==> src/rtl/jsu_pkg.sv <==
package jsu_pkg;

  typedef enum logic [1:0] {
    PH_IDLE = 2'd0,
    PH_STR  = 2'd1,
    PH_ESC  = 2'd2,
    PH_HEX  = 2'd3
  } phase_t;

  typedef enum logic [1:0] {
    KIND_BYTE = 2'd0,
    KIND_END  = 2'd1,
    KIND_ERR  = 2'd2
  } kind_t;

  typedef enum logic [2:0] {
    ERR_NONE     = 3'd0,
    ERR_NO_QUOTE = 3'd1,
    ERR_CTRL     = 3'd2,
    ERR_ESC      = 3'd3,
    ERR_HEX      = 3'd4,
    ERR_SURR     = 3'd5
  } err_t;

  localparam logic [7:0] CH_QUOTE  = 8'h22;
  localparam logic [7:0] CH_BSLASH = 8'h5C;
  localparam logic [7:0] CH_SLASH  = 8'h2F;
  localparam logic [7:0] CH_B      = 8'h62;
  localparam logic [7:0] CH_F      = 8'h66;
  localparam logic [7:0] CH_N      = 8'h6E;
  localparam logic [7:0] CH_R      = 8'h72;
  localparam logic [7:0] CH_T      = 8'h74;
  localparam logic [7:0] CH_U      = 8'h75;
  localparam logic [7:0] CTRL_LIMIT = 8'h20;

  localparam logic [4:0] SURR_TOP = 5'b11011;

  typedef struct packed {
    logic [1:0]      cnt;
    logic [2:0][7:0] bytes;
    kind_t           kind;
    err_t            err;
  } grp_t;

  function automatic logic [4:0] hex_value(input logic [7:0] c);
    logic [4:0] v;
    if (c >= 8'h30 && c <= 8'h39) begin
      v = {1'b0, c[3:0]};
    end else if ((c >= 8'h61 && c <= 8'h66) || (c >= 8'h41 && c <= 8'h46)) begin
      v = {1'b0, 4'(c[3:0] + 4'd9)};
    end else begin
      v = 5'h10;
    end
    return v;
  endfunction

endpackage

==> src/rtl/jsu_decode.sv <==
module jsu_decode (
  input  logic          clk,
  input  logic          rst_n,
  input  logic          accept,
  input  logic [7:0]    char_in,
  output jsu_pkg::grp_t grp
);
  import jsu_pkg::*;

  phase_t      phase_r, phase_nxt;
  logic [1:0]  hex_count_r, hex_count_nxt;
  logic [15:0] code_accum_r, code_accum_nxt;

  logic [4:0]  hval;
  logic [15:0] acc_new;
  logic        hex_bad, hex_done, surr;
  logic        esc_ok, esc_u;
  logic [7:0]  esc_byte;

  assign hval     = hex_value(char_in);
  assign hex_bad  = hval[4];
  assign acc_new  = {code_accum_r[11:0], hval[3:0]};
  assign hex_done = (hex_count_r == 2'd3);
  assign surr     = (acc_new[15:11] == SURR_TOP);

  always_comb begin
    esc_ok   = 1'b1;
    esc_u    = 1'b0;
    esc_byte = char_in;
    unique case (char_in)
      CH_QUOTE, CH_BSLASH, CH_SLASH: esc_byte = char_in;
      CH_B: esc_byte = 8'h08;
      CH_F: esc_byte = 8'h0C;
      CH_N: esc_byte = 8'h0A;
      CH_R: esc_byte = 8'h0D;
      CH_T: esc_byte = 8'h09;
      CH_U: esc_u    = 1'b1;
      default: esc_ok = 1'b0;
    endcase
  end

  always_comb begin
    phase_nxt      = phase_r;
    hex_count_nxt  = hex_count_r;
    code_accum_nxt = code_accum_r;
    unique case (phase_r)
      PH_IDLE: begin
        if (char_in == CH_QUOTE) begin
          phase_nxt = PH_STR;
        end else begin
          hex_count_nxt  = 2'd0;
          code_accum_nxt = 16'd0;
        end
      end
      PH_STR: begin
        if (char_in == CH_QUOTE || char_in < CTRL_LIMIT) begin
          phase_nxt      = PH_IDLE;
          hex_count_nxt  = 2'd0;
          code_accum_nxt = 16'd0;
        end else if (char_in == CH_BSLASH) begin
          phase_nxt = PH_ESC;
        end
      end
      PH_ESC: begin
        if (!esc_ok) begin
          phase_nxt      = PH_IDLE;
          hex_count_nxt  = 2'd0;
          code_accum_nxt = 16'd0;
        end else if (esc_u) begin
          phase_nxt      = PH_HEX;
          hex_count_nxt  = 2'd0;
          code_accum_nxt = 16'd0;
        end else begin
          phase_nxt = PH_STR;
        end
      end
      PH_HEX: begin
        if (hex_bad || (hex_done && surr)) begin
          phase_nxt      = PH_IDLE;
          hex_count_nxt  = 2'd0;
          code_accum_nxt = 16'd0;
        end else if (!hex_done) begin
          hex_count_nxt  = 2'(hex_count_r + 2'd1);
          code_accum_nxt = acc_new;
        end else begin
          phase_nxt      = PH_STR;
          hex_count_nxt  = 2'd0;
          code_accum_nxt = 16'd0;
        end
      end
      default: phase_nxt = PH_IDLE;
    endcase
  end

  always_comb begin
    grp = '{cnt: 2'd0, bytes: '0, kind: KIND_BYTE, err: ERR_NONE};
    unique case (phase_r)
      PH_IDLE: begin
        if (char_in != CH_QUOTE) begin
          grp.cnt  = 2'd1;
          grp.kind = KIND_ERR;
          grp.err  = ERR_NO_QUOTE;
        end
      end
      PH_STR: begin
        if (char_in == CH_QUOTE) begin
          grp.cnt  = 2'd1;
          grp.kind = KIND_END;
        end else if (char_in < CTRL_LIMIT) begin
          grp.cnt  = 2'd1;
          grp.kind = KIND_ERR;
          grp.err  = ERR_CTRL;
        end else if (char_in != CH_BSLASH) begin
          grp.cnt      = 2'd1;
          grp.bytes[0] = char_in;
        end
      end
      PH_ESC: begin
        if (!esc_ok) begin
          grp.cnt  = 2'd1;
          grp.kind = KIND_ERR;
          grp.err  = ERR_ESC;
        end else if (!esc_u) begin
          grp.cnt      = 2'd1;
          grp.bytes[0] = esc_byte;
        end
      end
      PH_HEX: begin
        if (hex_bad) begin
          grp.cnt  = 2'd1;
          grp.kind = KIND_ERR;
          grp.err  = ERR_HEX;
        end else if (hex_done) begin
          if (surr) begin
            grp.cnt  = 2'd1;
            grp.kind = KIND_ERR;
            grp.err  = ERR_SURR;
          end else if (acc_new[15:7] == 9'd0) begin
            grp.cnt      = 2'd1;
            grp.bytes[0] = {1'b0, acc_new[6:0]};
          end else if (acc_new[15:11] == 5'd0) begin
            grp.cnt      = 2'd2;
            grp.bytes[0] = {3'b110, acc_new[10:6]};
            grp.bytes[1] = {2'b10, acc_new[5:0]};
          end else begin
            grp.cnt      = 2'd3;
            grp.bytes[0] = {4'b1110, acc_new[15:12]};
            grp.bytes[1] = {2'b10, acc_new[11:6]};
            grp.bytes[2] = {2'b10, acc_new[5:0]};
          end
        end
      end
      default: grp.cnt = 2'd0;
    endcase
  end

  always_ff @(posedge clk) begin
    if (!rst_n) begin
      phase_r      <= PH_IDLE;
      hex_count_r  <= 2'd0;
      code_accum_r <= 16'd0;
    end else if (accept) begin
      phase_r      <= phase_nxt;
      hex_count_r  <= hex_count_nxt;
      code_accum_r <= code_accum_nxt;
    end
  end

  a_hex_count_only_in_hex: assert property (@(posedge clk) disable iff (!rst_n)
    (phase_r != PH_HEX) |-> (hex_count_r == 2'd0))
    else $error("hex digit count left over outside a unicode escape");

endmodule

==> src/rtl/jsu_emit.sv <==
module jsu_emit (
  input  logic          clk,
  input  logic          rst_n,
  input  logic          accept,
  input  jsu_pkg::grp_t grp,
  output logic          free,
  output logic          out_valid,
  input  logic          out_stall,
  output logic [7:0]    out_byte,
  output logic [1:0]    out_kind,
  output logic [2:0]    out_error_code,
  output logic          out_last
);
  import jsu_pkg::*;

  logic [1:0]      rem_r;
  logic [2:0][7:0] bytes_r;
  kind_t           kind_r;
  err_t            err_r;
  logic            pop, load;

  assign out_valid      = (rem_r != 2'd0);
  assign pop            = out_valid && !out_stall;
  assign free           = !out_valid || (pop && rem_r == 2'd1);
  assign load           = accept && (grp.cnt != 2'd0);
  assign out_byte       = bytes_r[0];
  assign out_kind       = kind_r;
  assign out_error_code = err_r;
  assign out_last       = (rem_r == 2'd1);

  always_ff @(posedge clk) begin
    if (!rst_n) begin
      rem_r <= 2'd0;
    end else if (load) begin
      rem_r <= grp.cnt;
    end else if (pop) begin
      rem_r <= 2'(rem_r - 2'd1);
    end
  end

  always_ff @(posedge clk) begin
    if (load) begin
      bytes_r <= grp.bytes;
      kind_r  <= grp.kind;
      err_r   <= grp.err;
    end else if (pop) begin
      bytes_r <= {8'h00, bytes_r[2], bytes_r[1]};
    end
  end

  a_load_when_free: assert property (@(posedge clk) disable iff (!rst_n)
    load |-> free)
    else $error("word group loaded over a pending group");

  a_marker_single: assert property (@(posedge clk) disable iff (!rst_n)
    (out_valid && out_kind != KIND_BYTE) |-> out_last)
    else $error("end or error word not last of its group");

  a_group_continues: assert property (@(posedge clk) disable iff (!rst_n)
    (pop && !out_last) |=> (out_valid && out_kind == KIND_BYTE))
    else $error("multi-byte group cut short");

endmodule

==> src/rtl/json_string_unescape_core.sv <==
// JSON string unescaper: one raw byte of JSON text in, decoded string bytes out.
// Input channel: in_valid / in_stall carry in_char_in, one byte per word.
// Result channel: out_valid / out_stall carry out_byte, out_kind (0 byte,
// 1 string end, 2 error), out_error_code and out_last, which marks the final
// word caused by one input byte. An input byte gives zero to three words.
// A result word is registered and appears in the cycle after its input byte is taken.
// Throughput: one input byte per cycle while out_stall is low and each byte gives
// at most one word; a \uXXXX escape that encodes to two or three UTF-8 bytes
// holds the input while the result register drains them.
// The result register is the only buffer; in_stall rises while it holds
// words that will not all leave in the current cycle, so a stall on the
// result channel reaches the input channel in the same cycle.
// Reset (rst_n low, synchronous) empties the result register and returns the
// decoder to waiting for an opening quote. After a string end or any error
// the decoder again waits for an opening quote.
module json_string_unescape_core (
  input  logic       clk,
  input  logic       rst_n,
  input  logic       in_valid,
  output logic       in_stall,
  input  logic [7:0] in_char_in,
  output logic       out_valid,
  input  logic       out_stall,
  output logic [7:0] out_byte,
  output logic [1:0] out_kind,
  output logic [2:0] out_error_code,
  output logic       out_last
);
  import jsu_pkg::*;

  grp_t grp;
  logic free;
  logic accept;

  assign in_stall = !free;
  assign accept   = in_valid && free;

  jsu_decode u_decode (
    .clk     (clk),
    .rst_n   (rst_n),
    .accept  (accept),
    .char_in (in_char_in),
    .grp     (grp)
  );

  jsu_emit u_emit (
    .clk            (clk),
    .rst_n          (rst_n),
    .accept         (accept),
    .grp            (grp),
    .free           (free),
    .out_valid      (out_valid),
    .out_stall      (out_stall),
    .out_byte       (out_byte),
    .out_kind       (out_kind),
    .out_error_code (out_error_code),
    .out_last       (out_last)
  );

endmodule
==> config.mk <==
export PLATFORM = sky130hd
export DESIGN_NAME = json_string_unescape_core
export DESIGN_NICKNAME = d
export VERILOG_FILES = /design/src/rtl/jsu_pkg.sv /design/src/rtl/jsu_decode.sv /design/src/rtl/jsu_emit.sv /design/src/rtl/json_string_unescape_core.sv
export SDC_FILE = /design/constraint.sdc
export NUM_CORES = 1
export LEC_CHECK = 0
export ABC_AREA = 1
export BUFFER_PORTS_ARGS = -buffer_cell sky130_fd_sc_hd__buf_2
export CAP_MARGIN = 20
export CORE_MARGIN = 1.5
export CORE_UTILIZATION = 35
export CTS_CLUSTER_DIAMETER = 100
export DETAILED_ROUTE_END_ITERATION = 8
export GPL_TIMING_DRIVEN = 1
export PLACE_DENSITY_LB_ADDON = 0.05
export SLEW_MARGIN = 20
export SYNTH_ARGS = -nofsm -noshare
export SYNTH_HDL_FRONTEND = slang
export SYNTH_SLANG_ARGS = --single-unit
export TNS_END_PERCENT = 10
==> constraint.sdc <==
create_clock -name clk -period 2.6 [get_ports clk]
set_input_delay 0.39 -clock clk [delete_from_list [all_inputs] [get_ports clk]]
set_output_delay 0.39 -clock clk [all_outputs]
set_load 0.02 [all_outputs]
==> impl_metrics.csv, run 1 <==
group,metric,value,unit
status,status,"finished clean",
final_layout,areaGrowthSynthToFinish,8.903,%
place,placed_cell_area,3136,µm²
detailed_routing,drt_iter0_drc,178,
power_and_ir_drop,power.total,2.271,mW
timing,maxSlewViolCount,0,
setup_path,cp-end-kind,"flip-flop",
timing,tns,0,ns
timing,post-route-period-util,78.58,%
grt,grt-ovfl-total,0,
final_layout,nets,442,
setup_path,cpMaxStageDelayCell,"dfxtp_1",
timing,fin_hold_ws,0.4417,ns
setup_path,crit_arrival,2.12,ns
clock_tree,cts_buffers,5,
grt,use_met1,25.69,%
final_layout,n_antenna_cell,0,
detailed_routing,wl_per_cell,14.05,µm
clock_tree,tritoncts,"built",
detailed_routing,detail_route.wirelength,7.430,mm
timing,hold_viol,0,
power_and_ir_drop,ir_drop,0.0002981,V
setup_path,start_kind,"flip-flop",
synthesis,synth_cell_types,34,
die,core_area,8217,µm²
place,hpwl,5.853,mm
place,pre_cts_ws,0.3017,ns
synthesis,netlist_instances,400,
setup_path,cp_num_cells,12,
clock_tree,clk_pin_slew,0.10,ns
synthesis,synth_top_area_share,27.34,%
worst_hold_path,whs_endpoint,"u_decode.code_accum_r[0]",
place,gp_congestion,0.8649,
timing,finalCriticalPeriod,2.043,ns
clock_tree,insertion_delay,0.31,ns
place,place_inst,521,
final_layout,layout-drive-gt1-share,19.10,%
final_layout,most-common-layout-cells,"nand2_1, inv_1, nor2_1, buf_2, edfxtp_1",
worst_hold_path,holdPathStages,3,
detailed_routing,firstDrtPassIters,4,
clock_tree,clock_path_buffers,2,
detailed_routing,vias,2529,
worst_hold_path,hold_path.class,"in2reg",
grt,antenna_found_initial,0,
die,die_h,95.05,µm
clock_tree,cts-resized-gates,0,
die,start_util,36.09,%
grt,grt_pass1_wl,12.12,mm
synthesis,avgSynthCellArea,7.413,µm²
clock_tree,cts_root_buf,"clkbuf_8",
setup_path,rr_endpoint,"u_emit.out_byte[1]",
final_layout,design_area,3229,µm²
clock_tree,cts_sinks,45,
timing,clock.fmax,489.5,MHz
detailed_routing,vias_per_cell,4.781,
final_layout,post-route-util,39.30,%
final_layout,final_common_cell,"nand2_1",
synthesis,yosys-top-cells-area,"edfxtp_1, nand2_1, dfxtp_1, inv_1, nor2_1",
flow_run,max-cap-violations,0,
synthesis,synth_top_area_cell,"edfxtp_1",
grt,grt_pass1_vias,2375,
grt,grt-busiest-layer,"met2",
setup_path,required,2.68,ns
grt,grt_start_max_net_pins,26,
synthesis,yosys_warnings,0,
grt,track_usage,17.64,%
clock_tree,post_cts_buffers,0,
timing,setup_viol,0,
die,pin_count,28,
synthesis,synth.yosys.seq_area_share,39.49,%
grt,grt_use_met3,3.030,%
setup_path,worst-r2r-cell-count,12,
clock_tree,hold_buffers,0,
power_and_ir_drop,leakage,1.465,nW
synthesis,syn-cell-area,2965,µm²
die,dieArea,9034,µm²
setup_path,r2r-start,"u_decode.code_accum_r[7]",
setup_path,ff2ff_setup_slack,0.56,ns
setup_path,crit_buf_inv,3,
setup_path,path_common_cell,"nand2_1",
setup_path,cp_max_fo,9,
timing,setup_slack,0.5569,ns
setup_path,cpPeakStageDelay,0.34,ns
detailed_routing,ant_nets,0,
die,rows,33,
worst_hold_path,min_from,"rst_n",
clock_tree,cts_max_level,2,
synthesis,ys_ff_latch,45,
timing,finClkSkew,0.01659,ns
die,die_w,95.05,µm
setup_path,path_delay_family,"simple AND/OR/NAND/NOR gates",
place,portBuffers,27,
timing,rsz0062_at_grt,"false",
final_layout,final_cells,529,
detailed_routing,drcViolationCount,0,
timing,relSlewSlack,71.71,%
setup_path,crit_type,"reg2reg",
synthesis,syn_nets,419,
power_and_ir_drop,power_density,703.1,nW/µm²
setup_path,path_cells,"inv_1 > nand2_1 > nor2_1 > nand4_2 > inv_1 > nand3_1 > nand3_1 > nand2_1 > inv_1 > nand2_1 > nand2_1 > nand2_1",
timing,worstMarginPinSlew,0.4198,ns
grt,grtUsageMet2,27.44,%
-- sequential cells by signal, summed over array words and instances, names as in the netlist --
signal	flops
u_emit.rem_r	2
u_emit.out_kind	2
u_decode.hex_count_r	2
u_decode.phase_r	2
u_emit.bytes_r	14
u_decode.code_accum_r	12
u_emit.out_error_code	3
u_emit.out_byte	8
-- routing by layer --
| metal | share of wire, % | vias up |
|---|---|---|
| met2 | 45 | 47 |
| li1 | - | 1323 |
| met3 | 4.4 | 5 |
| met4 | 0.57 | 0 |
| met5 | 0 | - |
| met1 | 50 | 1154 |
-- final cells by class --
cell class / count / area, µm²
clock buffers: 5 / 68.82
clock inverters: 3 / 25.02
repair buffers: 31 / 165.2
well taps: 105 / 131.4
inverters: 55 / 211.5
fillers: 907 / 4987
multi-input cells: 285 / 1456
flip-flops and latches: 45 / 1171
-- logic make-up after synthesis --
kind of cell | synth area share [%]
AOI/OAI and AO/OA | 10.72
DFF | 39.49
buffers and inverters | 11.39
and+or+nand+nor | 35.44
adders and majority gates | 2.953
-- tightest hold or removal path, cell delays in order --
cell	delay, ns
buf_2	0.19
o21ai_2	0.08
a21oi_1	0.04
-- Yosys cell counts (all sizes together) --
cell type	number
nand4	7
nand2	127
ha	7
o211ai	4
o21ai	30
a21oi	22
buf	13
nor2	53
inv	54
edfxtp	27
clkbuf	2
and3	1
o22ai	2
nand3b	2
dfxtp	18
clkinv	1
nor3	3
nand3	27
-- worst max path at each step --
stage / endpoint / slack (ns) / from
after global placement: u_emit.out_byte[6] / 0.36 / in_char_in[0]
after detailed placement: u_emit.out_byte[3] / 0.30 / in_char_in[0]
after floorplan: u_emit.bytes_r[10] / 0.24 / in_char_in[0]
after global routing: u_emit.out_byte[1] / 0.29 / u_decode.code_accum_r[7]
final: u_emit.out_byte[1] / 0.56 / u_decode.code_accum_r[7]
after CTS: u_emit.out_byte[1] / 0.57 / u_decode.code_accum_r[7]
-- power breakdown --
part / switching (mW) / internal (mW) / total, mW / leakage, nW
Sequential: 0.0575 / 0.960 / 1.02 / 0.413
Clock: 0.264 / 0.194 / 0.458 / 0.0447
Combinational: 0.561 / 0.234 / 0.795 / 1.01
(Power assumes the default switching activity.)
==> run 2: changes to the inputs <==
- clock period: 2.6 -> 1.9 ns (I/O delays scaled with it)
==> run 2 against run 1 <==
Compared with the run above:
- utilization up 5.4 points
- non-clock buffer count increased by 49
- global-route usage increased by 0.74 points
- register-to-register slack worse by 0.39 ns
- clock skew shrank 0.0074 ns
- critical endpoint is now u_decode.code_accum_r[5]
==> impl_metrics.csv, run 2 (synthesized netlist as in run 1, its figures left out) <==
group,metric,value,unit
status,status,"finished clean",
setup_path,required,2.09,ns
die,start_util,36.09,%
setup_path,cp_max_fo,20,
die,core_area,8217,µm²
timing,rsz0062_at_grt,"false",
power_and_ir_drop,power_switching,1.255,mW
power_and_ir_drop,power_density,910.8,nW/µm²
final_layout,n_antenna_cell,0,
detailed_routing,vias_per_cell,4.651,
clock_tree,cts_buffers,5,
place,portBuffers,27,
power_and_ir_drop,pwr-share-comb,40.2,%
power_and_ir_drop,ir_drop,0.0004492,V
final_layout,most-common-layout-cells,"nand2_1, buf_4, inv_1, nor2_1",
timing,maxSlewViolCount,0,
setup_path,endpoint,"u_decode.code_accum_r[5]",
setup_path,crit_type,"reg2reg",
power_and_ir_drop,clockPowerShare,18.3,%
timing,post-route-period-util,90.98,%
place,placed_cell_area,3546,µm²
clock_tree,insertion_delay,0.30,ns
setup_path,worst-r2r-cell-count,12,
place,gp_congestion,0.8595,
final_layout,multiInputGateArea,1491,µm²
clock_tree,clk_pin_slew,0.09,ns
final_layout,post-route-util,44.71,%
setup_path,rr_endpoint,"u_decode.code_accum_r[5]",
setup_path,r2r-start,"u_emit.rem_r[1]",
final_layout,fillers,870,
clock_tree,cts_root_buf,"clkbuf_8",
timing,hold_viol,0,
setup_path,path_delay_family,"simple AND/OR/NAND/NOR gates",
final_layout,nets,491,
place,hpwl,6.304,mm
detailed_routing,ant_nets,0,
final_layout,regMostFlops,"u_emit.bytes_r",
timing,finalCriticalPeriod,1.729,ns
die,pin_count,28,
detailed_routing,detail_route.wirelength,7.682,mm
power_and_ir_drop,power.total,3.346,mW
final_layout,largest_register_ffs,14,
die,rows,33,
setup_path,cpMaxStageDelayCell,"dfxtp_1",
die,die_w,95.05,µm
setup_path,cp_num_cells,12,
grt,grt_pass1_vias,2496,
worst_hold_path,hold_path.class,"in2reg",
timing,relSlewSlack,72.02,%
detailed_routing,drt_iter0_drc,144,
timing,finClkSkew,0.009182,ns
die,die_h,95.05,µm
detailed_routing,wl_per_cell,13.29,µm
power_and_ir_drop,p_sw_share,37.51,%
setup_path,start_kind,"flip-flop",
timing,worstMarginPinSlew,0.4152,ns
place,pre_cts_ws,-0.1262,ns
setup_path,path_common_cell,"nand2_1",
setup_path,cp-end-kind,"flip-flop",
setup_path,cpPeakStageDelay,0.33,ns
power_and_ir_drop,seq_power_share,41.4,%
power_and_ir_drop,internal_power,2.091,mW
final_layout,seq_area,1171,µm²
setup_path,crit_arrival,1.92,ns
power_and_ir_drop,leakage,1.714,nW
clock_tree,hold_buffers,0,
grt,track_usage,18.38,%
grt,antenna_found_initial,0,
setup_path,path_cells,"inv_1 > ha_1 > nand2_1 > nand2_1 > nand2_1 > inv_2 > nand2_1 > nor2_1 > nand2_4 > buf_12 > o21ai_0 > a21oi_1",
final_layout,areaGrowthSynthToFinish,23.88,%
timing,tns,0,ns
detailed_routing,drcViolationCount,0,
setup_path,ff2ff_setup_slack,0.17,ns
timing,clock.fmax,578.5,MHz
final_layout,layout-drive-gt1-share,28.75,%
clock_tree,cts_max_level,2,
final_layout,final_common_cell,"nand2_1",
grt,grt_pass1_wl,12.49,mm
grt,grt_start_max_net_pins,21,
detailed_routing,vias,2688,
final_layout,design_area,3674,µm²
setup_path,crit_path_start,"u_emit.rem_r[1]",
flow_run,max-cap-violations,0,
detailed_routing,firstDrtPassIters,5,
clock_tree,clock_path_buffers,2,
clock_tree,cts_sinks,45,
timing,setup_viol,0,
timing,setup_slack,0.1713,ns
grt,grt-ovfl-total,0,
clock_tree,tritoncts,"built",
setup_path,crit_buf_inv,3,
die,dieArea,9034,µm²
[run 2: cell count changes in the layout (fill, tap and decap cells not counted), moves of 2 or more]
cell	previous run	this run
buf_12	0	3
buf_4	4	49
inv_1	49	47
inv_2	4	6
nand3_1	24	22
[run 2: area by class of cell]
class | instances | share of cell area (%)
well taps | 105 | 3.576
flip-flops and latches | 45 | 31.88
clock buffers | 5 | 1.873
clock inverters | 3 | 0.6812
repair buffers | 80 | 15.63
multi-input cells | 285 | 40.60
inverters | 55 | 5.756
[run 2: worst min path at each step]
| stage | start | end | cells past startpoint |
|---|---|---|---|
| CTS | rst_n | u_decode.code_accum_r[0] | 3 |
| floorplan | rst_n | u_decode.code_accum_r[4] | 2 |
| finish | rst_n | u_decode.code_accum_r[0] | 3 |
| detailed placement | u_decode.code_accum_r[9] | u_decode.code_accum_r[9] | 2 |
| global placement | u_emit.rem_r[1] | u_emit.rem_r[1] | 2 |
| global route | rst_n | u_decode.code_accum_r[0] | 3 |
[run 2: power by group through the flow]
| stage | logic [mW] | clock network, mW | registers [mW] |
|---|---|---|---|
| finish | 1.35 | 0.613 | 1.39 |
| global placement | 1.31 | 0 | 1.41 |
| global route | 1.50 | 0.667 | 1.41 |
| CTS | 1.32 | 0.639 | 1.39 |
| detailed placement | 1.32 | 0 | 1.41 |
| floorplan | 0.911 | 0 | 1.42 |
[run 2: metrics by stage]
stage / hold slack (ns) / cells
CTS: 0.3207 / 577
global route: 0.3311 / 578
finish: 0.3246 / 578
detailed placement: 0.4889 / 569
global placement: 0.4858 / 569
floorplan: 0.4234 / 400
[run 2: what timing repair did]
item                       CTS  global route
resized for setup            0             8
setup buffers                0             1
setup endpoints to repair    0            52
[run 2: layer usage]
layer | global-route usage, % | part of all wire, % | vias to the layer above
li1 | - | - | 1432
met1 | 26.48 | 51 | 1211
met2 | 29.58 | 45 | 41
met3 | 2.632 | 4.0 | 4
met4 | 2.985 | 0.61 | 0
met5 | 0 | 0 | -
[run 2: tightest hold or removal path: stages]
cell     delay, ns
buf_2         0.18
o21ai_2       0.08
a21oi_1       0.04
